==> config.mk <==
export PLATFORM = sky130hd
export DESIGN_NAME = tremolo_sine_oscillator
export DESIGN_NICKNAME = d
export VERILOG_FILES = /design/src/sv/tso_pkg.sv /design/src/sv/tso_mul.sv /design/src/sv/tso_div.sv /design/src/sv/tremolo_sine_oscillator.sv
export SDC_FILE = /design/constraint.sdc
export NUM_CORES = 2
export LEC_CHECK = 0
export ABC_AREA = 1
export BUFFER_PORTS_ARGS = -buffer_cell sky130_fd_sc_hd__buf_2
export CAP_MARGIN = 0
export CORE_ASPECT_RATIO = 1.25
export CORE_MARGIN = 1
export CORE_UTILIZATION = 50
export DETAILED_ROUTE_END_ITERATION = 10
export HOLD_SLACK_MARGIN = 0.1
export PLACE_DENSITY = 0.66
export SLEW_MARGIN = 30
export SYNTH_ARGS = -nofsm -noshare
export SYNTH_HDL_FRONTEND = slang
export SYNTH_SLANG_ARGS = --single-unit
==> constraint.sdc <==
create_clock -name clk_i -period 7.6 [get_ports clk_i]
set_input_delay 0.76 -clock clk_i [delete_from_list [all_inputs] [get_ports clk_i]]
set_output_delay 0.76 -clock clk_i [all_outputs]
set_load 0.1 [all_outputs]
==> src/sv/tso_pkg.sv <==
// shared types, constants and helpers for the tremolo sine oscillator
package tso_pkg;

  localparam int PHASE_W   = 32;
  localparam int TABLE_W   = 10;
  localparam int SAMPLE_W  = 16;
  localparam int CTRL_W    = 10;
  localparam int LEVEL_W   = 16;
  localparam int AMP_W     = 16;
  localparam int CFG_W     = 32;
  localparam int CFG_IDX_W = 3;

  localparam int QUARTER_W    = TABLE_W - 2;
  localparam int FRAC_W       = 30;
  localparam int Z2_SHIFT     = FRAC_W - 2 * QUARTER_W;
  localparam int LEVEL_SHIFT  = FRAC_W + 1 - LEVEL_W;
  localparam int SAMPLE_SHIFT = 2 * FRAC_W + 2 - SAMPLE_W;

  localparam int MUL_W      = 32;
  localparam int DIGIT_W    = 8;
  localparam int DIGITS     = MUL_W / DIGIT_W;
  localparam int MUL_CNT_W  = $clog2(DIGITS);
  localparam int PROD_W     = 2 * MUL_W;
  localparam int MAG_W      = PROD_W - SAMPLE_SHIFT;
  localparam int DIVIDEND_W = CTRL_W + MUL_W;
  localparam int DIV_CNT_W  = $clog2(MUL_W);

  localparam logic [CTRL_W-1:0] DIVISOR = {CTRL_W{1'b1}};

  localparam logic [MUL_W-1:0] Q30_ONE = MUL_W'(64'd1073741824);
  localparam logic [MUL_W-1:0] SIN_A   = MUL_W'(64'd1686629713);
  localparam logic [MUL_W-1:0] SIN_B   = MUL_W'(64'd688904866);
  localparam logic [MUL_W-1:0] SIN_C   = MUL_W'(64'd76016977);

  localparam logic [QUARTER_W:0] X_FULL = {1'b1, {QUARTER_W{1'b0}}};

  localparam logic [MAG_W-1:0] SMAX_MAG = MAG_W'({(SAMPLE_W-1){1'b1}});
  localparam logic [MAG_W-1:0] SMIN_MAG = MAG_W'({1'b1, {(SAMPLE_W-1){1'b0}}});
  localparam logic [SAMPLE_W-1:0] SAMPLE_MAX = {1'b0, {(SAMPLE_W-1){1'b1}}};
  localparam logic [SAMPLE_W-1:0] SAMPLE_MIN = {1'b1, {(SAMPLE_W-1){1'b0}}};

  localparam logic [PHASE_W-1:0] RST_TONE_STEP = PHASE_W'(64'd39370533);
  localparam logic [AMP_W-1:0]   RST_TONE_AMP  = AMP_W'(3277);
  localparam logic [PHASE_W-1:0] RST_LFO_MIN   = PHASE_W'(64'd89478);
  localparam logic [PHASE_W-1:0] RST_LFO_MAX   = PHASE_W'(64'd1789570);
  localparam logic [LEVEL_W-1:0] RST_THRESHOLD = LEVEL_W'(19661);
  localparam logic [PHASE_W-1:0] RST_LFO_STEP  = PHASE_W'(64'd178957);

  typedef enum logic [CFG_IDX_W-1:0] {
    REG_TONE_STEP = 3'd0,
    REG_TONE_AMP  = 3'd1,
    REG_LFO_MIN   = 3'd2,
    REG_LFO_MAX   = 3'd3,
    REG_THRESHOLD = 3'd4
  } tso_reg_e;

  typedef enum logic [3:0] {
    ST_IDLE,
    ST_DIFF,
    ST_T1,
    ST_T2,
    ST_MAG,
    ST_LEVEL,
    ST_GAIN,
    ST_SCALE,
    ST_STEP,
    ST_DONE
  } tso_state_e;

  typedef struct packed {
    logic              control_valid;
    logic [CTRL_W-1:0] control_value;
    logic              block_end;
  } tso_in_t;

  typedef struct packed {
    logic signed [SAMPLE_W-1:0] sample_out;
    logic                       crossing_valid;
    logic                       crossing_level;
  } tso_out_t;

  typedef struct packed {
    logic busy;
    logic last;
  } tso_unit_stat_t;

  // folded quarter-wave index of a phase, 0 .. 2^QUARTER_W
  function automatic logic [QUARTER_W:0] sine_x(input logic [PHASE_W-1:0] phase);
    logic [QUARTER_W-1:0] r;
    r = phase[PHASE_W-3 -: QUARTER_W];
    if (phase[PHASE_W-2]) begin
      sine_x = X_FULL - {1'b0, r};
    end else begin
      sine_x = {1'b0, r};
    end
  endfunction

endpackage

==> src/sv/tso_mul.sv <==
// digit-serial unsigned multiplier, one 8-bit digit of the second operand per cycle
module tso_mul (
  input  logic                          clk_i,
  input  logic                          rst_ni,
  input  logic                          start_i,
  input  logic [tso_pkg::MUL_W-1:0]     a_i,
  input  logic [tso_pkg::MUL_W-1:0]     b_i,
  output logic [tso_pkg::PROD_W-1:0]    prod_o,
  output tso_pkg::tso_unit_stat_t       stat_o
);
  import tso_pkg::*;

  localparam int SUM_W = MUL_W + DIGIT_W;

  logic                 busy_q, busy_d;
  logic [MUL_CNT_W-1:0] cnt_q, cnt_d;
  logic [MUL_W-1:0]     a_q;
  logic [MUL_W-1:0]     hi_q, lo_q;
  logic [SUM_W-1:0]     sum;

  assign sum = SUM_W'(hi_q) + SUM_W'(a_q) * SUM_W'(lo_q[DIGIT_W-1:0]);

  always_comb begin
    busy_d = busy_q;
    cnt_d  = cnt_q;
    if (start_i) begin
      busy_d = 1'b1;
      cnt_d  = MUL_CNT_W'(DIGITS - 1);
    end else if (busy_q) begin
      cnt_d = cnt_q - MUL_CNT_W'(1);
      if (cnt_q == '0) begin
        busy_d = 1'b0;
      end
    end
  end

  always_ff @(posedge clk_i or negedge rst_ni) begin
    if (!rst_ni) begin
      busy_q <= 1'b0;
      cnt_q  <= '0;
    end else begin
      busy_q <= busy_d;
      cnt_q  <= cnt_d;
    end
  end

  always_ff @(posedge clk_i) begin
    if (start_i) begin
      a_q  <= a_i;
      hi_q <= '0;
      lo_q <= b_i;
    end else if (busy_q) begin
      hi_q <= sum[SUM_W-1:DIGIT_W];
      lo_q <= {sum[DIGIT_W-1:0], lo_q[MUL_W-1:DIGIT_W]};
    end
  end

  assign prod_o      = {hi_q, lo_q};
  assign stat_o.busy = busy_q;
  assign stat_o.last = busy_q && (cnt_q == '0);

endmodule

==> src/sv/tso_div.sv <==
// bit-serial restoring divider by 1023, one quotient bit per cycle
module tso_div (
  input  logic                            clk_i,
  input  logic                            rst_ni,
  input  logic                            start_i,
  input  logic [tso_pkg::DIVIDEND_W-1:0]  dividend_i,
  output logic [tso_pkg::MUL_W-1:0]       quot_o,
  output tso_pkg::tso_unit_stat_t         stat_o
);
  import tso_pkg::*;

  logic                 busy_q, busy_d;
  logic [DIV_CNT_W-1:0] cnt_q, cnt_d;
  logic [CTRL_W-1:0]    rem_q;
  logic [MUL_W-1:0]     sh_q;
  logic [CTRL_W:0]      trial;
  logic                 ge;

  assign trial = {rem_q, sh_q[MUL_W-1]};
  assign ge    = trial >= {1'b0, DIVISOR};

  always_comb begin
    busy_d = busy_q;
    cnt_d  = cnt_q;
    if (start_i) begin
      busy_d = 1'b1;
      cnt_d  = DIV_CNT_W'(MUL_W - 1);
    end else if (busy_q) begin
      cnt_d = cnt_q - DIV_CNT_W'(1);
      if (cnt_q == '0) begin
        busy_d = 1'b0;
      end
    end
  end

  always_ff @(posedge clk_i or negedge rst_ni) begin
    if (!rst_ni) begin
      busy_q <= 1'b0;
      cnt_q  <= '0;
    end else begin
      busy_q <= busy_d;
      cnt_q  <= cnt_d;
    end
  end

  // dividend bits leave at the top while quotient bits enter at the bottom
  always_ff @(posedge clk_i) begin
    if (start_i) begin
      rem_q <= dividend_i[DIVIDEND_W-1:MUL_W];
      sh_q  <= dividend_i[MUL_W-1:0];
    end else if (busy_q) begin
      rem_q <= ge ? CTRL_W'(trial - {1'b0, DIVISOR}) : trial[CTRL_W-1:0];
      sh_q  <= {sh_q[MUL_W-2:0], ge};
    end
  end

  assign quot_o      = sh_q;
  assign stat_o.busy = busy_q;
  assign stat_o.last = busy_q && (cnt_q == '0);

endmodule

==> src/sv/tremolo_sine_oscillator.sv <==
// top level of the tremolo sine oscillator: sequencer, state and output register
//
// one request per audio sample tick on the input channel (valid/stall), one
// result per request on the output channel (valid/stall)
// a request may carry a control value that retunes the lfo rate, and may mark
// the end of a block, which triggers the threshold crossing check
// registers are written through cfg_we_i/cfg_index_i/cfg_data_i, and the
// user must write them only while idle: the block itself does not enforce it
// a request runs through the shared 8-bit digit-serial multiplier for nine
// products (eight without a control value) plus the idle, level, step and
// write states; no new request is taken until the sequencer is idle again
// the divide by 1023 runs alongside the sine products
// the result is written to the output register in the write state; the next
// request is taken while it waits there
// when the receiver stalls, a finished result holds in the sequencer until
// the output register frees, and no request is taken meanwhile
// reset clears both phases and the previous level, sets the lfo step and all
// registers to their defaults, and empties the output register
module tremolo_sine_oscillator (
  input  logic                             clk_i,
  input  logic                             rst_ni,
  input  logic                             in_valid_i,
  output logic                             in_stall_o,
  input  tso_pkg::tso_in_t                 in_data_i,
  output logic                             out_valid_o,
  input  logic                             out_stall_i,
  output tso_pkg::tso_out_t                out_data_o,
  input  logic                             cfg_we_i,
  input  logic [tso_pkg::CFG_IDX_W-1:0]    cfg_index_i,
  input  logic [tso_pkg::CFG_W-1:0]        cfg_data_i
);
  import tso_pkg::*;

  tso_state_e state_q, state_d;
  logic       issued_q, issued_d;
  logic       tone_q, tone_d;

  logic [PHASE_W-1:0] tone_step_q, lfo_min_q, lfo_max_q;
  logic [AMP_W-1:0]   tone_amp_q;
  logic [LEVEL_W-1:0] threshold_q;

  logic [PHASE_W-1:0] tone_phase_q, lfo_phase_q, lfo_step_q;
  logic [LEVEL_W-1:0] prev_level_q;

  tso_in_t            req_q;
  logic               diff_neg_q;
  logic [LEVEL_W-1:0] level_q;
  logic [FRAC_W:0]    m_q;

  logic     out_valid_q;
  tso_out_t out_q;

  logic                mul_start;
  logic [MUL_W-1:0]    mul_a, mul_b;
  logic [PROD_W-1:0]   mul_p;
  tso_unit_stat_t      mul_stat;
  logic                mul_done;
  logic                is_mul_state;
  logic                div_start;
  logic [MUL_W-1:0]    div_q;
  tso_unit_stat_t      div_stat;

  logic                in_accept;
  logic                out_free;
  logic                out_write;

  logic [PHASE_W-1:0]  cur_phase;
  logic [QUARTER_W:0]  sx;
  logic [2*QUARTER_W+1:0] sxx;
  logic [MUL_W-1:0]    z2;
  logic [MUL_W-1:0]    t_val;
  logic [MUL_W-1:0]    diff_mag;
  logic [MUL_W-1:0]    m_raw;
  logic [FRAC_W:0]     m_clamp;
  logic [MUL_W-1:0]    lvl_sum;
  logic [MUL_W-LEVEL_SHIFT-1:0] lvl_wide;
  logic [LEVEL_W-1:0]  level_calc;
  logic [MAG_W-1:0]    mag;
  logic [SAMPLE_W-1:0] sample;
  logic                rise, fall;
  logic [PHASE_W-1:0]  step_new;

  tso_mul u_mul (
    .clk_i   (clk_i),
    .rst_ni  (rst_ni),
    .start_i (mul_start),
    .a_i     (mul_a),
    .b_i     (mul_b),
    .prod_o  (mul_p),
    .stat_o  (mul_stat)
  );

  tso_div u_div (
    .clk_i      (clk_i),
    .rst_ni     (rst_ni),
    .start_i    (div_start),
    .dividend_i (mul_p[DIVIDEND_W-1:0]),
    .quot_o     (div_q),
    .stat_o     (div_stat)
  );

  // datapath helpers
  assign cur_phase = tone_q ? tone_phase_q : lfo_phase_q;
  assign sx        = sine_x(cur_phase);
  assign sxx       = sx * sx;
  assign z2        = MUL_W'(sxx) << Z2_SHIFT;
  assign t_val     = mul_p[FRAC_W +: MUL_W];
  assign diff_mag  = diff_neg_q ? (lfo_min_q - lfo_max_q) : (lfo_max_q - lfo_min_q);
  assign m_raw     = mul_p[QUARTER_W +: MUL_W];
  assign m_clamp   = (m_raw > Q30_ONE) ? Q30_ONE[FRAC_W:0] : m_raw[FRAC_W:0];
  assign lvl_sum   = lfo_phase_q[PHASE_W-1] ? (Q30_ONE - MUL_W'(m_clamp))
                                            : (Q30_ONE + MUL_W'(m_clamp));
  assign lvl_wide  = lvl_sum[MUL_W-1:LEVEL_SHIFT];
  assign level_calc = lvl_wide[LEVEL_W] ? {LEVEL_W{1'b1}} : lvl_wide[LEVEL_W-1:0];

  assign mag = mul_p[PROD_W-1:SAMPLE_SHIFT];
  always_comb begin
    if (tone_phase_q[PHASE_W-1]) begin
      sample = (mag > SMIN_MAG) ? SAMPLE_MIN : SAMPLE_W'(~mag + MAG_W'(1));
    end else begin
      sample = (mag > SMAX_MAG) ? SAMPLE_MAX : SAMPLE_W'(mag);
    end
  end

  assign rise = req_q.block_end && (level_q >= threshold_q) && (prev_level_q < threshold_q);
  assign fall = req_q.block_end && !rise && (level_q <= threshold_q)
                && (prev_level_q > threshold_q);

  assign step_new = diff_neg_q ? (lfo_min_q - div_q) : (lfo_min_q + div_q);

  assign in_accept = in_valid_i && !in_stall_o;
  assign out_free  = !out_valid_q || !out_stall_i;
  assign mul_done  = issued_q && mul_stat.last;

  // next state
  always_comb begin
    state_d  = state_q;
    issued_d = issued_q;
    tone_d   = tone_q;
    if (mul_start) begin
      issued_d = 1'b1;
    end
    if (mul_done) begin
      issued_d = 1'b0;
    end
    case (state_q)
      ST_IDLE: begin
        if (in_valid_i) begin
          tone_d  = 1'b0;
          state_d = in_data_i.control_valid ? ST_DIFF : ST_T1;
        end
      end
      ST_DIFF: begin
        if (mul_done) state_d = ST_T1;
      end
      ST_T1: begin
        if (mul_done) state_d = ST_T2;
      end
      ST_T2: begin
        if (mul_done) state_d = ST_MAG;
      end
      ST_MAG: begin
        if (mul_done) state_d = tone_q ? ST_GAIN : ST_LEVEL;
      end
      ST_LEVEL: begin
        tone_d  = 1'b1;
        state_d = ST_T1;
      end
      ST_GAIN: begin
        if (mul_done) state_d = ST_SCALE;
      end
      ST_SCALE: begin
        if (mul_done) state_d = ST_STEP;
      end
      ST_STEP: begin
        if (!div_stat.busy) state_d = ST_DONE;
      end
      ST_DONE: begin
        if (out_free) state_d = ST_IDLE;
      end
      default: begin
        state_d = ST_IDLE;
      end
    endcase
  end

  // outputs of the sequencer
  always_comb begin
    in_stall_o   = 1'b1;
    is_mul_state = 1'b0;
    mul_a        = '0;
    mul_b        = '0;
    out_write    = 1'b0;
    case (state_q)
      ST_IDLE: begin
        in_stall_o = 1'b0;
      end
      ST_DIFF: begin
        is_mul_state = 1'b1;
        mul_a        = diff_mag;
        mul_b        = MUL_W'(req_q.control_value);
      end
      ST_T1: begin
        is_mul_state = 1'b1;
        mul_a        = SIN_C;
        mul_b        = z2;
      end
      ST_T2: begin
        is_mul_state = 1'b1;
        mul_a        = SIN_B - t_val;
        mul_b        = z2;
      end
      ST_MAG: begin
        is_mul_state = 1'b1;
        mul_a        = SIN_A - t_val;
        mul_b        = MUL_W'(sx);
      end
      ST_GAIN: begin
        is_mul_state = 1'b1;
        mul_a        = MUL_W'(level_q);
        mul_b        = MUL_W'(tone_amp_q);
      end
      ST_SCALE: begin
        is_mul_state = 1'b1;
        mul_a        = mul_p[MUL_W-1:0];
        mul_b        = MUL_W'(m_q);
      end
      ST_DONE: begin
        out_write = out_free;
      end
      default: begin
        in_stall_o = 1'b1;
      end
    endcase
    mul_start = is_mul_state && !issued_q;
  end

  assign div_start = (state_q == ST_T1) && !issued_q && !tone_q && req_q.control_valid;

  always_ff @(posedge clk_i or negedge rst_ni) begin
    if (!rst_ni) begin
      state_q  <= ST_IDLE;
      issued_q <= 1'b0;
      tone_q   <= 1'b0;
    end else begin
      state_q  <= state_d;
      issued_q <= issued_d;
      tone_q   <= tone_d;
    end
  end

  // configuration registers
  always_ff @(posedge clk_i or negedge rst_ni) begin
    if (!rst_ni) begin
      tone_step_q <= RST_TONE_STEP;
      tone_amp_q  <= RST_TONE_AMP;
      lfo_min_q   <= RST_LFO_MIN;
      lfo_max_q   <= RST_LFO_MAX;
      threshold_q <= RST_THRESHOLD;
    end else if (cfg_we_i) begin
      case (cfg_index_i)
        REG_TONE_STEP: tone_step_q <= cfg_data_i[PHASE_W-1:0];
        REG_TONE_AMP:  tone_amp_q  <= cfg_data_i[AMP_W-1:0];
        REG_LFO_MIN:   lfo_min_q   <= cfg_data_i[PHASE_W-1:0];
        REG_LFO_MAX:   lfo_max_q   <= cfg_data_i[PHASE_W-1:0];
        REG_THRESHOLD: threshold_q <= cfg_data_i[LEVEL_W-1:0];
        default: begin
        end
      endcase
    end
  end

  // oscillator state
  always_ff @(posedge clk_i or negedge rst_ni) begin
    if (!rst_ni) begin
      tone_phase_q <= '0;
      lfo_phase_q  <= '0;
      lfo_step_q   <= RST_LFO_STEP;
      prev_level_q <= '0;
    end else begin
      if (state_q == ST_STEP && !div_stat.busy && req_q.control_valid) begin
        lfo_step_q <= step_new;
      end
      if (out_write) begin
        tone_phase_q <= tone_phase_q + tone_step_q;
        lfo_phase_q  <= lfo_phase_q + lfo_step_q;
        if (req_q.block_end) begin
          prev_level_q <= level_q;
        end
      end
    end
  end

  always_ff @(posedge clk_i) begin
    if (in_accept) begin
      req_q      <= in_data_i;
      diff_neg_q <= lfo_max_q < lfo_min_q;
    end
    if (state_q == ST_LEVEL) begin
      level_q <= level_calc;
    end
    if (state_q == ST_GAIN && !issued_q) begin
      m_q <= m_clamp;
    end
  end

  // output register
  always_ff @(posedge clk_i or negedge rst_ni) begin
    if (!rst_ni) begin
      out_valid_q <= 1'b0;
    end else if (out_write) begin
      out_valid_q <= 1'b1;
    end else if (!out_stall_i) begin
      out_valid_q <= 1'b0;
    end
  end

  always_ff @(posedge clk_i) begin
    if (out_write) begin
      out_q.sample_out     <= sample;
      out_q.crossing_valid <= rise || fall;
      out_q.crossing_level <= rise;
    end
  end

  assign out_valid_o = out_valid_q;
  assign out_data_o  = out_q;

  a_div_idle_at_done: assert property (@(posedge clk_i) disable iff (!rst_ni)
    state_q == ST_DONE |-> !div_stat.busy)
    else $error("divider still busy when the result is written");

  a_mul_start_free: assert property (@(posedge clk_i) disable iff (!rst_ni)
    mul_start |-> !mul_stat.busy)
    else $error("multiplier restarted while busy");

  a_units_idle: assert property (@(posedge clk_i) disable iff (!rst_ni)
    state_q == ST_IDLE |-> !mul_stat.busy && !div_stat.busy)
    else $error("arithmetic unit busy while idle");

  a_out_from_done: assert property (@(posedge clk_i) disable iff (!rst_ni)
    $rose(out_valid_q) |-> $past(state_q) == ST_DONE)
    else $error("output valid raised outside the write state");

  a_level_needs_valid: assert property (@(posedge clk_i) disable iff (!rst_ni)
    out_valid_q |-> !(out_q.crossing_level && !out_q.crossing_valid))
    else $error("crossing level set without a crossing");

endmodule
==> run summary <==
sequential share of the synthesized area = 28.8%
DRC Markers = 0
Least-Margin Pin Slew = 1.06 ns
Syn-to-layout area delta = 7.29%
DPL Wire Length = 128000 um
most frequent cell after synthesis = nand2_1
hold path cells = 1
Num CTS Buffers = 52
most area-consuming cells after synthesis = nand2_1 (13%), edfxtp_1 (13%), fa_1 (11%), dfrtp_1 (11%), ha_1 (8.4%)
NumNets Final = 6539
Fmax achieved = 153 MHz
area leader, netlist = nand2_1
worst reg-to-reg path cell count = 31
fin util = 54.1%
# resized after CTS = 0
Fillers = 8637
Clock Latency Late Sink = 0.64 ns
clk buf depth = 3
first-pass GRT wire length = 238000 um
Die Width = 267 um
FP Rows = 121
drt initial violations = 3517
area of the multi-input gates = 0.0270 mm^2
Pre-Repair DR Iteration Count = 6
register area = 0.0126 mm^2
WL final = 158000 um
min-delay worst type = in2reg
Avg WL per Cell = 22.1 um
Post-synth top cells = nand2_1 (1521), inv_1 (891), o21ai_0 (542)
vias in the first global route = 39921
Period minus WS final = 6.54 ns
Synth top area share = 13.0%
I/O Pins = 72
via count = 40505
pin count of the biggest net entering global routing = 77
CP max stage delay = 0.77 ns
CTS tree = yes
Setup TNS Final = 0 ns
clk sinks = 472
synthesized area = 0.0438 mm^2
Vert. Die Dim = 333 um
syn avg cell area = 7.35 um^2
Post-Route Skew = 0.0181 ns
WP data required = 7.98 ns
CTS clk-pin slew, worst paths = 0.07 ns
crit path capture type = register
Initial Utilization = 50.4%
vias per inst = 5.66
crit path kind = reg2reg
Final Cycle Share = 86.0%
most frequent CP cell = nand2_1
initial antenna violation count = 3
Die Footprint = 0.0889 mm^2
final setup vio count = 0
Max FO, Critical Path = 15
CP arrival = 6.91 ns
setup slack at placement = 1.06 ns
Inst Count DP = 7055
Seq cells post-synth = 472
layout cells sized above 1 = 6.05%
RSZ-0062 raised after global routing = no
GPL Wtd Cong = 1.02
CTS Root Cell = clkbuf_16
core area = 0.0869 mm^2
number of synthesized flops with an enable pin = 184
cells after synthesis = 5965
fin cells = 7155
final hold violation count = 0
IO Port Bufs = 71
Rel. slew slack = 28.5%
Main synth FF type = dfrtp_1
Startpoint Class = register
final count of pins violating max slew = 0
status = completed
Tot GR Track Use = 35.5%
H-tree levels = 2
library cells used by synthesis = 70
post-synthesis async set-or-reset flop share = 54.2%
Final ANT Viol Nets = 0
Final Worst Setup Slack = 1.06 ns
Slowest cell on crit path = dfrtp_1
max_cap viols = 0
yosys warns = 0
aggregate global routing overflow = 0
[kinds of logic (layout without fill, tap and decap cells)]
| family | Yosys count | count (layout) | synth area share, % |
|---|---|---|---|
| compound gates | 1176 | 1176 | 14.8 |
| xor+xnor | 151 | 151 | 3.06 |
| fa+ha+maj | 545 | 545 | 19.8 |
| buf+inv | 1118 | 1135 | 9.79 |
| flops | 472 | 472 | 28.8 |
| mux | 10 | 10 | 0.283 |
| simple gates | 2492 | 2492 | 23.4 |
| other cells | 1 | 6 | 0.00855 |
[cell type report]
class                      count  area share (%)
timing repair buffer         114            1.48
tap                         1168            3.11
antenna                        1         0.00532
clock buffer                  72            3.28
sequential                   472            26.9
inverter                     923            7.38
multi-input combinational   4379            57.3
clock inverter                26           0.564
[critical path, delay by kind of cell, from the launching register on]
kind / cells / cell delay (ns)
AO/OA/AOI/OAI: 2 / 0.43
flip-flops: 1 / 0.77
buffers and inverters: 7 / 0.69
adder cells (fa/ha/maj): 6 / 2.58
XOR/XNOR: 1 / 0.40
AND/OR/NAND/NOR: 15 / 1.40
[metrics by stage]
step	cell area (um^2)	hold WS, ns
after floorplan	43900	0.446
final	47000	0.299
after CTS	47000	0.276
after global routing	47000	0.288
after global placement	45200	0.462
after detailed placement	45200	0.470
[what timing repair did]
action	CTS	global route
hold buffers	1	0
setup buffers	0	0
hold endpoints to repair	6	0
[path summary, 6_finish.rpt]
path,startpoint,to,slack [ns]
setup / recovery,tone_q$_DFFE_PN0P_,u_mul.lo_q[31]$_DFFE_PP_,1.06
max in group asynchronous,rst_ni,u_mul.cnt_q[1]$_DFFE_PN0P_,5.72
min in group asynchronous,rst_ni,lfo_step_q[19]$_DFFE_PN0P_,0.65
hold / removal,in_data_i[8],req_q[8]$_DFFE_PP_,0.30
hold reg to reg,lfo_phase_q[0]$_DFFE_PN0P_,lfo_phase_q[0]$_DFFE_PN0P_,0.49
setup reg to reg,tone_q$_DFFE_PN0P_,u_mul.lo_q[31]$_DFFE_PP_,1.06
[routing by layer]
metal  vias to the layer above  global-route usage [%]  routed length [um]  part of all wire [%]
met5                         -                       0                  11                0.0070
met4                         2                    21.4               10800                   6.9
met3                       426                    3.72                8580                   5.4
met2                      1470                    61.9               77400                    49
met1                     19373                    42.0               61000                    39
li1                      19234                       -                   -                     -
[cells in the final DEF (no fill, tap or decap), types with 32 or more instances in the layout]
cell       Yosys  layout
o21ai_0      542     542
dfxtp_1       32      32
inv_1        891     890
xor2_1        90      90
nand2_1     1521    1520
clkbuf_16      0      56
nor2_1       485     480
nand4_1       44      44
a21oi_1      400     400
nor3_1        59      59
ha_1         295     295
buf_2         18      70
edfxtp_1     184     184
buf_4          4      41
nand3_1      281     280
dfrtp_1      198     197
xnor2_1       60      60
dfstp_2       58      58
fa_1         250     250
Power is left out: the tool's default activity adds up to more than one toggle a clock period on the data nets, which glitch-free logic cannot reach.
